--- config.mk ---
export PLATFORM = sky130hd
export DESIGN_NAME = tilt_leveling_lift_controller_top
export DESIGN_NICKNAME = d
export VERILOG_FILES = /design/src/hdl/tll_pkg.sv /design/src/hdl/tll_mul.sv /design/src/hdl/tll_cfg.sv /design/src/hdl/tilt_leveling_lift_controller_top.sv
export SDC_FILE = /design/constraint.sdc
export NUM_CORES = 2
export LEC_CHECK = 0
export ABC_AREA = 1
export ABC_CLOCK_PERIOD_IN_PS = 7400
export BUFFER_PORTS_ARGS = -buffer_cell sky130_fd_sc_hd__buf_2
export CORE_MARGIN = 4
export CORE_UTILIZATION = 50
export CTS_BUF_LIST = sky130_fd_sc_hd__clkbuf_4
export CTS_CLUSTER_DIAMETER = 120
export DETAILED_ROUTE_END_ITERATION = 6
export GPL_TIMING_DRIVEN = 0
export PLACE_DENSITY = 0.68
export RECOVER_POWER = 25
export SLEW_MARGIN = 5
export SYNTH_ARGS = -nofsm -noshare
export SYNTH_HDL_FRONTEND = slang
export SYNTH_SLANG_ARGS = --single-unit
--- constraint.sdc ---
create_clock -name clk_i -period 7.4 [get_ports clk_i]
set_clock_uncertainty 0.15 [all_clocks]
set_input_delay 0.74 -clock clk_i [delete_from_list [all_inputs] [get_ports clk_i]]
set_output_delay 0.74 -clock clk_i [all_outputs]
set_load 0.01 [all_outputs]
--- src/hdl/tll_pkg.sv ---
`default_nettype none

package tll_pkg;

  // Widths of the fixed-point datapath
  localparam int unsigned PitchW   = 17;
  localparam int unsigned LiftW    = 16;
  localparam int unsigned EstW     = 32;
  localparam int unsigned EstFrac  = 14;
  localparam int unsigned CntW     = 16;
  localparam int unsigned CfgIdxW  = 3;
  localparam int unsigned CfgDataW = 16;
  localparam int unsigned MulAW    = 33;
  localparam int unsigned MulBW    = 17;
  localparam int unsigned MulPW    = MulAW + MulBW;

  localparam logic [CntW-1:0] CNT_SAT = 16'hFFFE;

  localparam int unsigned TILT_CONFIRM_DEF    = 100;
  localparam int unsigned SETTLE_CONFIRM_DEF  = 300;
  localparam int unsigned RELEASE_CONFIRM_DEF = 150;

  // Register indexes
  localparam logic [CfgIdxW-1:0] REG_FILTER_GAIN   = 3'd0;
  localparam logic [CfgIdxW-1:0] REG_LIFT_FLOOR    = 3'd1;
  localparam logic [CfgIdxW-1:0] REG_LIFT_CEILING  = 3'd2;
  localparam logic [CfgIdxW-1:0] REG_LIFT_GAIN     = 3'd3;
  localparam logic [CfgIdxW-1:0] REG_TILT_THR      = 3'd4;
  localparam logic [CfgIdxW-1:0] REG_LEVEL_THR     = 3'd5;
  localparam logic [CfgIdxW-1:0] REG_RELEVEL_THR   = 3'd6;
  localparam logic [CfgIdxW-1:0] REG_BALANCE_LIMIT = 3'd7;

  typedef struct packed {
    logic        [15:0] filter_gain;
    logic signed [15:0] lift_floor;
    logic signed [15:0] lift_ceiling;
    logic        [7:0]  lift_gain;
    logic        [15:0] tilt_threshold;
    logic        [15:0] level_threshold;
    logic        [15:0] relevel_threshold;
    logic        [15:0] balance_limit;
  } cfg_t;

  typedef enum logic [1:0] {
    MODE_LEVEL  = 2'd0,
    MODE_TILT   = 2'd1,
    MODE_SETTLE = 2'd2
  } mode_e;

endpackage

`default_nettype wire

--- src/hdl/tll_mul.sv ---
`default_nettype none

module tll_mul (
  input  wire logic                                clk_i,
  input  wire logic                                en_i,
  input  wire logic signed [tll_pkg::MulAW-1:0]    a_i,
  input  wire logic signed [tll_pkg::MulBW-1:0]    b_i,
  output logic signed      [tll_pkg::MulPW-1:0]    prod_o
);

  logic signed [tll_pkg::MulPW-1:0] prod_q;
  logic signed [tll_pkg::MulPW-1:0] prod_d;

  assign prod_d = a_i * b_i;

  always_ff @(posedge clk_i) begin
    if (en_i) begin
      prod_q <= prod_d;
    end
  end

  assign prod_o = prod_q;

endmodule

`default_nettype wire

--- src/hdl/tll_cfg.sv ---
`default_nettype none

module tll_cfg (
  input  wire logic                              clk_i,
  input  wire logic                              rst_ni,
  input  wire logic                              cfg_we_i,
  input  wire logic [tll_pkg::CfgIdxW-1:0]       cfg_idx_i,
  input  wire logic [tll_pkg::CfgDataW-1:0]      cfg_data_i,
  output tll_pkg::cfg_t                          cfg_o
);

  tll_pkg::cfg_t cfg_q;
  tll_pkg::cfg_t cfg_d;

  always_comb begin
    cfg_d = cfg_q;
    if (cfg_we_i) begin
      unique case (cfg_idx_i)
        tll_pkg::REG_FILTER_GAIN:   cfg_d.filter_gain       = cfg_data_i;
        tll_pkg::REG_LIFT_FLOOR:    cfg_d.lift_floor        = cfg_data_i;
        tll_pkg::REG_LIFT_CEILING:  cfg_d.lift_ceiling      = cfg_data_i;
        tll_pkg::REG_LIFT_GAIN:     cfg_d.lift_gain         = cfg_data_i[7:0];
        tll_pkg::REG_TILT_THR:      cfg_d.tilt_threshold    = cfg_data_i;
        tll_pkg::REG_LEVEL_THR:     cfg_d.level_threshold   = cfg_data_i;
        tll_pkg::REG_RELEVEL_THR:   cfg_d.relevel_threshold = cfg_data_i;
        tll_pkg::REG_BALANCE_LIMIT: cfg_d.balance_limit     = cfg_data_i;
        default: ;
      endcase
    end
  end

  always_ff @(posedge clk_i or negedge rst_ni) begin
    if (!rst_ni) begin
      cfg_q.filter_gain       <= 16'd3277;
      cfg_q.lift_floor        <= 16'sd0;
      cfg_q.lift_ceiling      <= 16'sd32767;
      cfg_q.lift_gain         <= 8'd12;
      cfg_q.tilt_threshold    <= 16'd2048;
      cfg_q.level_threshold   <= 16'd563;
      cfg_q.relevel_threshold <= 16'd1024;
      cfg_q.balance_limit     <= 16'd300;
    end else begin
      cfg_q <= cfg_d;
    end
  end

  assign cfg_o = cfg_q;

endmodule

`default_nettype wire

--- src/hdl/tilt_leveling_lift_controller_top.sv ---
// Tilt-leveling lift controller, one request per control tick.
// Input channel: raw_pitch_i, active_i, front_feedback_i, back_feedback_i,
// qualified by in_valid_i; a request is taken at an edge with in_valid_i high
// and in_stall_o low. Output channel: front_target_o, back_target_o, mode_o,
// filtered_pitch_o, qualified by out_valid_o and held while out_stall_i.
// Configuration: cfg_we_i writes cfg_data_i into register cfg_idx_i at once.
// Each request steps through accept, filter multiply, estimate update,
// lift-gain multiply and mode/target update. A single registered
// 33x17 multiplier is shared by the filter and the lift gain, and the
// sequencer steps through it, so a new request is taken only after the
// last one has left the update step; in_stall_o stays high until then.
// The result sits in an output register; the next request is taken and
// processed while it waits, and only the final update step holds while the
// receiver still stalls an earlier result.
// Reset clears the pitch estimate, mode, counters and lift targets, and
// restores the register defaults; no result is pending after reset.
`default_nettype none

module tilt_leveling_lift_controller_top #(
  parameter int unsigned TILT_CONFIRM_TICKS    = tll_pkg::TILT_CONFIRM_DEF,
  parameter int unsigned SETTLE_CONFIRM_TICKS  = tll_pkg::SETTLE_CONFIRM_DEF,
  parameter int unsigned RELEASE_CONFIRM_TICKS = tll_pkg::RELEASE_CONFIRM_DEF
) (
  input  wire logic                                  clk_i,
  input  wire logic                                  rst_ni,
  input  wire logic                                  cfg_we_i,
  input  wire logic [tll_pkg::CfgIdxW-1:0]           cfg_idx_i,
  input  wire logic [tll_pkg::CfgDataW-1:0]          cfg_data_i,
  input  wire logic                                  in_valid_i,
  output logic                                       in_stall_o,
  input  wire logic signed [tll_pkg::PitchW-1:0]     raw_pitch_i,
  input  wire logic                                  active_i,
  input  wire logic signed [tll_pkg::LiftW-1:0]      front_feedback_i,
  input  wire logic signed [tll_pkg::LiftW-1:0]      back_feedback_i,
  output logic                                       out_valid_o,
  input  wire logic                                  out_stall_i,
  output logic signed [tll_pkg::LiftW-1:0]           front_target_o,
  output logic signed [tll_pkg::LiftW-1:0]           back_target_o,
  output logic [1:0]                                 mode_o,
  output logic signed [tll_pkg::PitchW-1:0]          filtered_pitch_o
);

  localparam logic [tll_pkg::CntW-1:0] TiltLim    = tll_pkg::CntW'(TILT_CONFIRM_TICKS);
  localparam logic [tll_pkg::CntW-1:0] SettleLim  = tll_pkg::CntW'(SETTLE_CONFIRM_TICKS);
  localparam logic [tll_pkg::CntW-1:0] ReleaseLim = tll_pkg::CntW'(RELEASE_CONFIRM_TICKS);

  typedef enum logic [4:0] {
    S_IDLE = 5'b00001,
    S_FILT = 5'b00010,
    S_EST  = 5'b00100,
    S_LIFT = 5'b01000,
    S_UPD  = 5'b10000
  } state_e;

  typedef logic signed [18:0] wide_t;

  function automatic logic signed [15:0] clamp_goal(input wide_t v,
                                                    input logic signed [15:0] lo,
                                                    input logic signed [15:0] hi);
    wide_t r;
    r = v;
    if (r < wide_t'(lo)) r = wide_t'(lo);
    if (r > wide_t'(hi)) r = wide_t'(hi);
    return r[15:0];
  endfunction

  tll_pkg::cfg_t cfg;

  tll_cfg u_cfg (
    .clk_i      (clk_i),
    .rst_ni     (rst_ni),
    .cfg_we_i   (cfg_we_i),
    .cfg_idx_i  (cfg_idx_i),
    .cfg_data_i (cfg_data_i),
    .cfg_o      (cfg)
  );

  state_e state_q, state_d;

  // Request latch
  logic signed [tll_pkg::PitchW-1:0] raw_q;
  logic                              active_q;
  logic signed [tll_pkg::LiftW-1:0]  ffb_q, bfb_q;

  // Persistent controller state
  logic signed [tll_pkg::EstW-1:0] est_q, est_d;
  tll_pkg::mode_e                  mode_q, mode_d;
  logic [tll_pkg::CntW-1:0]        tilt_cnt_q, tilt_cnt_d;
  logic [tll_pkg::CntW-1:0]        settle_cnt_q, settle_cnt_d;
  logic [tll_pkg::CntW-1:0]        release_cnt_q, release_cnt_d;
  logic signed [15:0]              front_goal_q, front_goal_d;
  logic signed [15:0]              back_goal_q, back_goal_d;

  // Output register
  logic                              out_valid_q;
  logic signed [15:0]                front_out_q, back_out_q;
  logic [1:0]                        mode_out_q;
  logic signed [tll_pkg::PitchW-1:0] pitch_out_q;

  // Shared multiplier
  logic                                mul_en;
  logic signed [tll_pkg::MulAW-1:0]    mul_a;
  logic signed [tll_pkg::MulBW-1:0]    mul_b;
  logic signed [tll_pkg::MulPW-1:0]    mul_p;

  tll_mul u_mul (
    .clk_i  (clk_i),
    .en_i   (mul_en),
    .a_i    (mul_a),
    .b_i    (mul_b),
    .prod_o (mul_p)
  );

  logic signed [tll_pkg::PitchW-1:0] pitch;
  logic [16:0]                       pitch_mag;
  logic signed [17:0]                pitch_neg;
  logic signed [tll_pkg::MulAW-1:0]  filt_diff;
  logic signed [33:0]                est_sum;
  logic signed [24:0]                lift_prod;
  logic signed [25:0]                lift_neg;
  wide_t                             back_new, front_new;
  logic signed [16:0]                goal_diff;
  logic [16:0]                       goal_mag;
  logic                              upd_go;

  // The estimate (Q14 fraction) always stays inside the raw pitch range, so its integer part fits.
  assign pitch     = est_q[30:14];
  assign pitch_neg = -{pitch[16], pitch};
  assign pitch_mag = pitch[16] ? pitch_neg[16:0] : pitch[16:0];

  assign filt_diff = {{2{raw_q[16]}}, raw_q, 14'b0} - {est_q[31], est_q};
  assign est_sum   = {{2{est_q[31]}}, est_q} + mul_p[49:16];

  assign lift_prod = mul_p[24:0];
  assign lift_neg  = -{lift_prod[24], lift_prod};
  assign back_new  = wide_t'(lift_prod >>> 8) + wide_t'(bfb_q);
  assign front_new = wide_t'(lift_neg >>> 8) + wide_t'(ffb_q);

  assign goal_diff = {front_goal_q[15], front_goal_q} - {back_goal_q[15], back_goal_q};
  assign goal_mag  = goal_diff[16] ? 17'(-goal_diff) : 17'(goal_diff);

  assign upd_go = (state_q == S_UPD) && !(out_valid_q && out_stall_i);

  always_comb begin
    mul_en = 1'b0;
    mul_a  = filt_diff;
    mul_b  = {1'b0, cfg.filter_gain};
    unique case (state_q)
      S_FILT: mul_en = 1'b1;
      S_LIFT: begin
        mul_en = 1'b1;
        mul_a  = tll_pkg::MulAW'(pitch);
        mul_b  = {9'b0, cfg.lift_gain};
      end
      default: ;
    endcase
  end

  always_comb begin
    state_d = state_q;
    unique case (state_q)
      S_IDLE: if (in_valid_i) state_d = S_FILT;
      S_FILT: state_d = S_EST;
      S_EST:  state_d = S_LIFT;
      S_LIFT: state_d = S_UPD;
      S_UPD:  if (upd_go) state_d = S_IDLE;
      default: state_d = S_IDLE;
    endcase
  end

  assign est_d = est_sum[31:0];

  // Mode machine and lift goals
  always_comb begin
    wide_t fg, bg;
    fg            = wide_t'(front_goal_q);
    bg            = wide_t'(back_goal_q);
    mode_d        = mode_q;
    tilt_cnt_d    = tilt_cnt_q;
    settle_cnt_d  = settle_cnt_q;
    release_cnt_d = release_cnt_q;
    if (active_q) begin
      unique case (mode_q)
        tll_pkg::MODE_LEVEL: begin
          fg = wide_t'(cfg.lift_floor);
          bg = wide_t'(cfg.lift_floor);
          if ((pitch_mag > {1'b0, cfg.tilt_threshold}) && (tilt_cnt_q < tll_pkg::CNT_SAT)) begin
            tilt_cnt_d = tilt_cnt_q + 16'd1;
          end else begin
            tilt_cnt_d = '0;
          end
          if (tilt_cnt_d > TiltLim) begin
            mode_d     = tll_pkg::MODE_TILT;
            tilt_cnt_d = '0;
          end
        end
        tll_pkg::MODE_TILT: begin
          if (pitch > 17'sd0) begin
            if (front_goal_q <= cfg.lift_floor) bg = back_new;
            else fg = front_new;
          end else begin
            if (back_goal_q <= cfg.lift_floor) fg = front_new;
            else bg = back_new;
          end
          if ((pitch_mag < {1'b0, cfg.level_threshold}) &&
              (settle_cnt_q < tll_pkg::CNT_SAT)) begin
            settle_cnt_d = settle_cnt_q + 16'd1;
          end else begin
            settle_cnt_d = '0;
          end
          if (settle_cnt_d > SettleLim) begin
            mode_d       = tll_pkg::MODE_SETTLE;
            settle_cnt_d = '0;
          end
        end
        tll_pkg::MODE_SETTLE: begin
          // Going back to tilt keeps the release count
          if (pitch_mag > {1'b0, cfg.relevel_threshold}) begin
            mode_d = tll_pkg::MODE_TILT;
          end else if ((goal_mag < {1'b0, cfg.balance_limit}) &&
                       (release_cnt_q < tll_pkg::CNT_SAT)) begin
            release_cnt_d = release_cnt_q + 16'd1;
          end
          if (release_cnt_d > ReleaseLim) begin
            mode_d        = tll_pkg::MODE_LEVEL;
            release_cnt_d = '0;
          end
        end
        default: ;
      endcase
    end
    front_goal_d = clamp_goal(fg, cfg.lift_floor, cfg.lift_ceiling);
    back_goal_d  = clamp_goal(bg, cfg.lift_floor, cfg.lift_ceiling);
  end

  always_ff @(posedge clk_i or negedge rst_ni) begin
    if (!rst_ni) begin
      state_q       <= S_IDLE;
      est_q         <= '0;
      mode_q        <= tll_pkg::MODE_LEVEL;
      tilt_cnt_q    <= '0;
      settle_cnt_q  <= '0;
      release_cnt_q <= '0;
      front_goal_q  <= '0;
      back_goal_q   <= '0;
      out_valid_q   <= 1'b0;
    end else begin
      state_q <= state_d;
      if (state_q == S_EST) begin
        est_q <= est_d;
      end
      if (upd_go) begin
        mode_q        <= mode_d;
        tilt_cnt_q    <= tilt_cnt_d;
        settle_cnt_q  <= settle_cnt_d;
        release_cnt_q <= release_cnt_d;
        front_goal_q  <= front_goal_d;
        back_goal_q   <= back_goal_d;
        out_valid_q   <= 1'b1;
      end else if (!out_stall_i) begin
        out_valid_q <= 1'b0;
      end
    end
  end

  always_ff @(posedge clk_i) begin
    if ((state_q == S_IDLE) && in_valid_i) begin
      raw_q    <= raw_pitch_i;
      active_q <= active_i;
      ffb_q    <= front_feedback_i;
      bfb_q    <= back_feedback_i;
    end
    if (upd_go) begin
      front_out_q <= front_goal_d;
      back_out_q  <= back_goal_d;
      mode_out_q  <= mode_d;
      pitch_out_q <= pitch;
    end
  end

  assign in_stall_o       = (state_q != S_IDLE);
  assign out_valid_o      = out_valid_q;
  assign front_target_o   = front_out_q;
  assign back_target_o    = back_out_q;
  assign mode_o           = mode_out_q;
  assign filtered_pitch_o = pitch_out_q;

endmodule

`default_nettype wire
== Word level (Yosys, flattened, before mapping) ==
Cells that the tools add are included.
W data, S select, Z words.

* Register bits after elaboration: 389
* Input port bits: 74
* Logic and storage cells: 138

* Add/subtract/negate cells: 11
* Multiply operators: 1
* Magnitude comparators: 17
* Equal/unequal tests: 18
* Multiplexer cells: 43
* Reductions and logical operators: 22

{| class="wikitable"
|+ Operator list
! kind !! count
|-
| $mux W16 || 16
|-
| $mux W19 || 10
|-
| $pmux W19 S2 || 2
|-
| $add A16 B1 Y16 const B || 3
|-
| $lt A16 B16 Y1 const B || 3
|-
| $mul A33 B17 Y48 || 1
|-
| $gt A19 B16 Y1 || 2
|-
| $lt A19 B16 Y1 || 2
|-
| $gt A17 B16 Y1 || 2
|-
| $lt A17 B16 Y1 || 2
|-
| $mux W17 || 2
|-
| $neg A17 Y17 || 2
|-
| $mux W33 || 1
|-
| $sub A31 B32 Y33 || 1
|-
| $add A32 B32 Y32 || 1
|-
| $le A16 B16 Y1 || 2
|-
| $neg A26 Y26 || 1
|-
| $pmux W5 S5 || 1
|-
| $add A18 B16 Y19 || 1
|-
| $add A17 B16 Y18 || 1
|-
| $reduce_and A2 Y1 || 9
|-
| $gt A17 B1 Y1 const B || 1
|-
| $sub A16 B16 Y17 || 1
|-
| $gt A16 B7 Y1 const B || 1
|-
| 25 further kinds || 44
|}

== Logic depth before layout (Yosys ltp) ==
* Depth in word-level cells: 13
* Gate-level depth with buffers: 62
* Gate-level depth less buffers: 60

== Cells and area by module ==
A second synthesis with hierarchy kept.

* Cell total of the unflattened synthesis: 6666
* Area, all modules: 49672.6 µm²

{| class="wikitable"
|+ Modules (own cells, without submodules)
! module !! times used !! cells each !! area an instance (µm²) !! seq. area each (µm²)
|-
| tll_mul || 1 || 3007 || 22910.7 || 1501.4
|-
| tilt_leveling_lift_controller_top || 1 || 3122 || 22008.6 || 6037.0
|-
| tll_cfg || 1 || 537 || 4753.3 || 3046.7
|}

== Worst setup path before layout ==
OpenSTA, ideal clock, no wires.

* Kind: flip-flop to flip-flop
* From: reg est_q[0] in the netlist's numbering
* To: reg u_mul.prod_q, in the netlist u_mul.prod_o[47] (data pin)
* Library setup time: 0.261 ns
* Data arrival time: 7.645 ns
* Path slack: -0.656 ns
* Cell stages (with the launch flop): 48
* Buffers on the path: 1
* Period minus slack after synthesis: 8.056 ns
* Cells stage by stage: dfrtp_1 -> clkinv_1 -> ha_1 -> inv_1 -> nor3_2 -> nand3_1 -> nor2_1 -> inv_1 -> nor3_2 -> nand2_1 -> o21ai_2 -> a21oi_1 -> o21ai_2 -> inv_1 -> o21ai_2 -> inv_1 -> o21ai_1 -> xnor2_1 -> (+12 left out) -> inv_1 -> fa_1 -> ha_1 -> a21oi_1 -> inv_1 -> a31oi_1 -> inv_1 -> a211oi_1 -> o21ai_0 -> nand2_1 -> nand2_1 -> nand2_1 -> nand2_1 -> nand3_1 -> nand2_1 -> a31oi_1 -> o21ai_0 -> xnor2_1

* Cells in the longest elaborated chain, start to end: 3

{| class="wikitable"
|+ RTL lines
! what !! line !! RTL
|-
| from (decl) || tilt_leveling_lift_controller_top.sv:86 || <nowiki>logic signed [tll_pkg::EstW-1:0] est_q, est_d;</nowiki>
|-
| from (signal assigned) || tilt_leveling_lift_controller_top.sv:250 || <nowiki>est_q <= est_d;</nowiki>
|-
| $sub A31 B32 Y33 || tilt_leveling_lift_controller_top.sv:131 || <nowiki>assign filt_diff = {{2{raw_q[16]}}, raw_q, 14'b0} - {est_q[31], est_q};</nowiki>
|-
| $mux W33 || tilt_leveling_lift_controller_top.sv:148 || <nowiki>unique case (state_q)</nowiki>
|-
| $mul A33 B17 Y48 || tll_mul.sv:14 || <nowiki>assign prod_d = a_i * b_i;</nowiki>
|-
| named net u_mul.prod_d, one bit || tll_mul.sv:12 || <nowiki>logic signed [tll_pkg::MulPW-1:0] prod_d;</nowiki>
|-
| to (signal assigned) || tll_mul.sv:18 || <nowiki>prod_q <= prod_d;</nowiki>
|-
| to (decl) || tll_mul.sv:11 || <nowiki>logic signed [tll_pkg::MulPW-1:0] prod_q;</nowiki>
|}

The timed path passes the listed nets, and every way through them passes these cells.
A chain may end at the register's enable or synchronous reset.

== Worst setup path after layout ==
* From: reg u_mul.prod_q, in the netlist u_mul.prod_o[4]
* To: reg front_out_q[7], in the netlist front_target_o[7] (data pin)

* Cells in the longest elaborated chain, start to end: 10

{| class="wikitable"
|+ RTL lines
! what !! line !! RTL
|-
| $neg A26 Y26 (*) || tilt_leveling_lift_controller_top.sv:135 || <nowiki>assign lift_neg = -{lift_prod[24], lift_prod};</nowiki>
|-
| $add A18 B16 Y19 (*) || tilt_leveling_lift_controller_top.sv:137 || <nowiki>assign front_new = wide_t'(lift_neg >>> 8) + wide_t'(ffb_q);</nowiki>
|-
| $mux W19 (on tied branches) || tilt_leveling_lift_controller_top.sv:202, tilt_leveling_lift_controller_top.sv:199 ||
|-
| $mux W19 (*) || tilt_leveling_lift_controller_top.sv:198 || <nowiki>if (pitch > 17'sd0) begin</nowiki>
|-
| $pmux W19 S2 (*) || tilt_leveling_lift_controller_top.sv:183 || <nowiki>unique case (mode_q)</nowiki>
|-
| $mux W19 (*) || tilt_leveling_lift_controller_top.sv:182 || <nowiki>if (active_q) begin</nowiki>
|-
| $lt A19 B16 Y1 || tilt_leveling_lift_controller_top.sv:62 || <nowiki>if (r < wide_t'(lo)) r = wide_t'(lo);</nowiki>
|-
| $mux W19 (*) || tilt_leveling_lift_controller_top.sv:62 ||
|-
| $gt A19 B16 Y1 || tilt_leveling_lift_controller_top.sv:63 || <nowiki>if (r > wide_t'(hi)) r = wide_t'(hi);</nowiki>
|-
| $mux W16 (*) || tilt_leveling_lift_controller_top.sv:63 ||
|-
| named net front_goal_d[7] || tilt_leveling_lift_controller_top.sv:91 || <nowiki>logic signed [15:0] front_goal_q, front_goal_d;</nowiki>
|-
| to (signal assigned) || tilt_leveling_lift_controller_top.sv:274 || <nowiki>front_out_q <= front_goal_d;</nowiki>
|-
| to (decl) || tilt_leveling_lift_controller_top.sv:96 || <nowiki>logic signed [15:0] front_out_q, back_out_q;</nowiki>
|}

Mark *: on every way through the listed nets, which the timed path passes. The rest lies on a longest branch.

==> run summary <==
most used cell, CP = nand2_1
Yosys cell types = 64
Layout Nets = 7165
Overflow after GRT = 0
die area = 0.0951 mm2
first-pass GRT wire length = 238 mm
Inserted Clock Buffers = 105
final setup vio count = 58
DIE WIDTH = 308 um
Initial Util = 50.7%
Critical Path RT = 7.93 ns
Root Driver = clkbuf_4
vias in the first global route = 41800
Syn Std Cell Area = 0.0451 mm2
failing checks = max-capacitance violations, max-slew violations, negative setup slack
gpl congestion = 1.01
CP max stage delay = 0.49 ns
Finished Cell Area = 0.0546 mm2
Critical Path AT = 9.08 ns
kind of cell adding the most delay to the critical path = simple AND/OR/NAND/NOR gates
Least-Margin Pin Slew = 2.77 ns
CTS max path bufs = 3
status = complete, but fails checks
Final period util = 116%
Routed WL = 156 mm
fmax = 117 MHz
Detail Route Antenna Nets = 0
share of cells above drive strength 1 = 18.3%
most frequent cells in the layout = nand2_1 (1251), inv_1 (1007), fa_1 (484)
Seq/Total Area, Yosys = 23.3%
Post-route DRC = 0
die height = 308 um
Via density = 5.56
Yosys warning total = 0
EDFF count, synth = 149
core area = 0.0889 mm2
Clock Pin Slew Worst Setup and Hold Paths = 0.07 ns
IO Port Bufs = 126
slew margin rel. = -84.4%
final worst slack = -1.15 ns
row cnt = 109
net count after synthesis = 6629
#FFs+latches synth = 389
Final Hold Fails = 0
DRT iter0 DRCs = 3321
WL/cell = 20.8 um
WP buf/inv = 10
CTS sink count = 389
htree depth = 3
crit path kind = reg2reg
endpoint class of the critical path = register
Main synth FF type = dfrtp_1
post-place instance area = 0.0476 mm2
Layout area overhead = 21.1%
TritonRoute pass-1 iters = 6
clk_lat worst skew = 0.94 ns
largest net degree at the start of global routing = 111
peak fanout along the critical path = 5
CTS tree = built
share of synthesized registers carrying an async set or reset = 61.7%
post-DP HPWL = 121 mm
IO Count = 127
Max Transition Viols Final = 245
hold_ws = 0.0756 ns
Critical Path Start Type = register
worst hold path type = in2reg
slowest cell on the critical path = a22oi_1
total number of vias = 41500
GRT Total Usage = 32.6%
RSZ-0062 raised after global routing = yes
syn_area_per_cell = 7.95 um2
initial antenna violation count = 8
most common cell after layout, fill and taps aside = nand2_1
Post-Synthesis Cells = 5670
Max Cap Viol = 3
fin crit period = 8.55 ns
==> routing by layer <==
metal,vias up,global-route usage (%),part of all wire [%]
li1,19100,-,-
met1,20000,39.4,37
met2,1877,53.3,46
met3,600,6.45,8.3
met4,2,21.6,8.0
met5,-,0,0.0051
==> timing repair <==
action,in CTS,in global routing
resized for setup,523,265
cloned,2,0
pin swaps,172,167
hold buffers,63,0
endpoints found under the hold margin,268,0
endpoints found under the setup margin,105,97
buffers inserted,157,79
==> state kept, by name (all words and copies together) (netlist names) <==
name              cells
raw_q                17
release_cnt_q        16
tilt_cnt_q           16
u_cfg.cfg_o         120
back_target_o        16
bfb_q                16
u_mul.prod_o         48
back_goal_q          16
filtered_pitch_o     17
est_q                32
mode_o                2
front_target_o       16
out_valid_o           1
ffb_q                16
active_q              1
settle_cnt_q         16
mode_q                2
state_q               5
front_goal_q         16
==> worst min-delay path, stage by stage <==
cell	delay [ns]
buf_2	0.18
nand2_1	0.07
o21ai_0	0.07
==> per-stage QoR <==
stage,setup slack (ns),utilization (%),setup TNS [ns],cells
6_report,-1.15,61.4,-51.21,7469
4_1_cts,-0.945,59.7,-41.45,7386
3_5_place_dp,-3.03,53.6,-135.45,6969
5_1_grt,-1.50,61.4,-69.38,7464
2_1_floorplan,-0.465,-,-1.94,5670
3_3_place_gp,-2.96,53.4,-159.92,6961
==> path summary, 6_finish.rpt <==
path	endpoint	depth (start not counted)	start	slack (ns)
worst max-delay path	front_target_o[7]	51	u_mul.prod_o[4]	-1.15
worst min-delay path	u_cfg.cfg_o[4]	3	cfg_data_i[4]	0.08
worst max register to register	front_target_o[7]	51	u_mul.prod_o[4]	-1.15
worst min register to register	u_cfg.cfg_o[44]	2	u_cfg.cfg_o[44]	0.33
max in group asynchronous	est_q[0]	3	rst_ni	2.71
min in group asynchronous	front_goal_q[5]	2	rst_ni	0.64
==> cell families after synthesis <==
kind of cell             synth area share (%)
AND/OR/NAND/NOR                          20.8
flip-flops                               23.3
XOR/XNOR                                 3.48
adder cells (fa/ha/maj)                  32.8
buffers and inverters                    10.2
AO/OA/AOI/OAI                            9.37
==> cell usage after synthesis (all sizes together) (3+ instances only) <==
master / instances / area (um2)
a31oi: 17 / 106
o211a: 3 / 30.0
o2111ai: 5 / 43.8
fa: 495 / 9910
edfxtp: 149 / 4470
nor3: 57 / 300
a21oi: 260 / 1310
nand3b: 7 / 52.6
inv: 1067 / 4010
a211oi: 13 / 97.6
a21o: 12 / 90.1
o21bai: 10 / 75.1
a21boi: 6 / 45.1
nor2: 446 / 1740
clkbuf: 116 / 435
a22oi: 33 / 248
ha: 390 / 4880
xor2: 117 / 1020
buf: 27 / 141
o21a: 16 / 120
nand2: 1346 / 5080
o22ai: 8 / 50.1
and2: 34 / 213
xnor2: 62 / 543
clkinv: 4 / 15.0
nand3: 280 / 1420
nor4: 14 / 93.8
or2: 9 / 63.8
o31ai: 9 / 67.6
o221ai: 5 / 43.8
nand4: 56 / 387
o211ai: 32 / 240
o21ai: 313 / 1590
dfrtp: 204 / 5100
dfstp: 36 / 946
==> final cells by class <==
class | instances | area (um2)
Buffer | 143 | 871
Tap cell | 1165 | 1460
Antenna cell | 7 | 17.5
Sequential cell | 389 | 10600
Clock buffer | 149 | 1120
Fill cell | 7877 | 34300
Inverter | 1071 | 4080
Timing Repair Buffer | 429 | 3280
Multi-Input combinational cell | 4067 | 32900
Clock inverter | 49 | 329
Power is left out: the tool's default activity adds up to more than one toggle a clock period on the data nets, which glitch-free logic cannot reach.
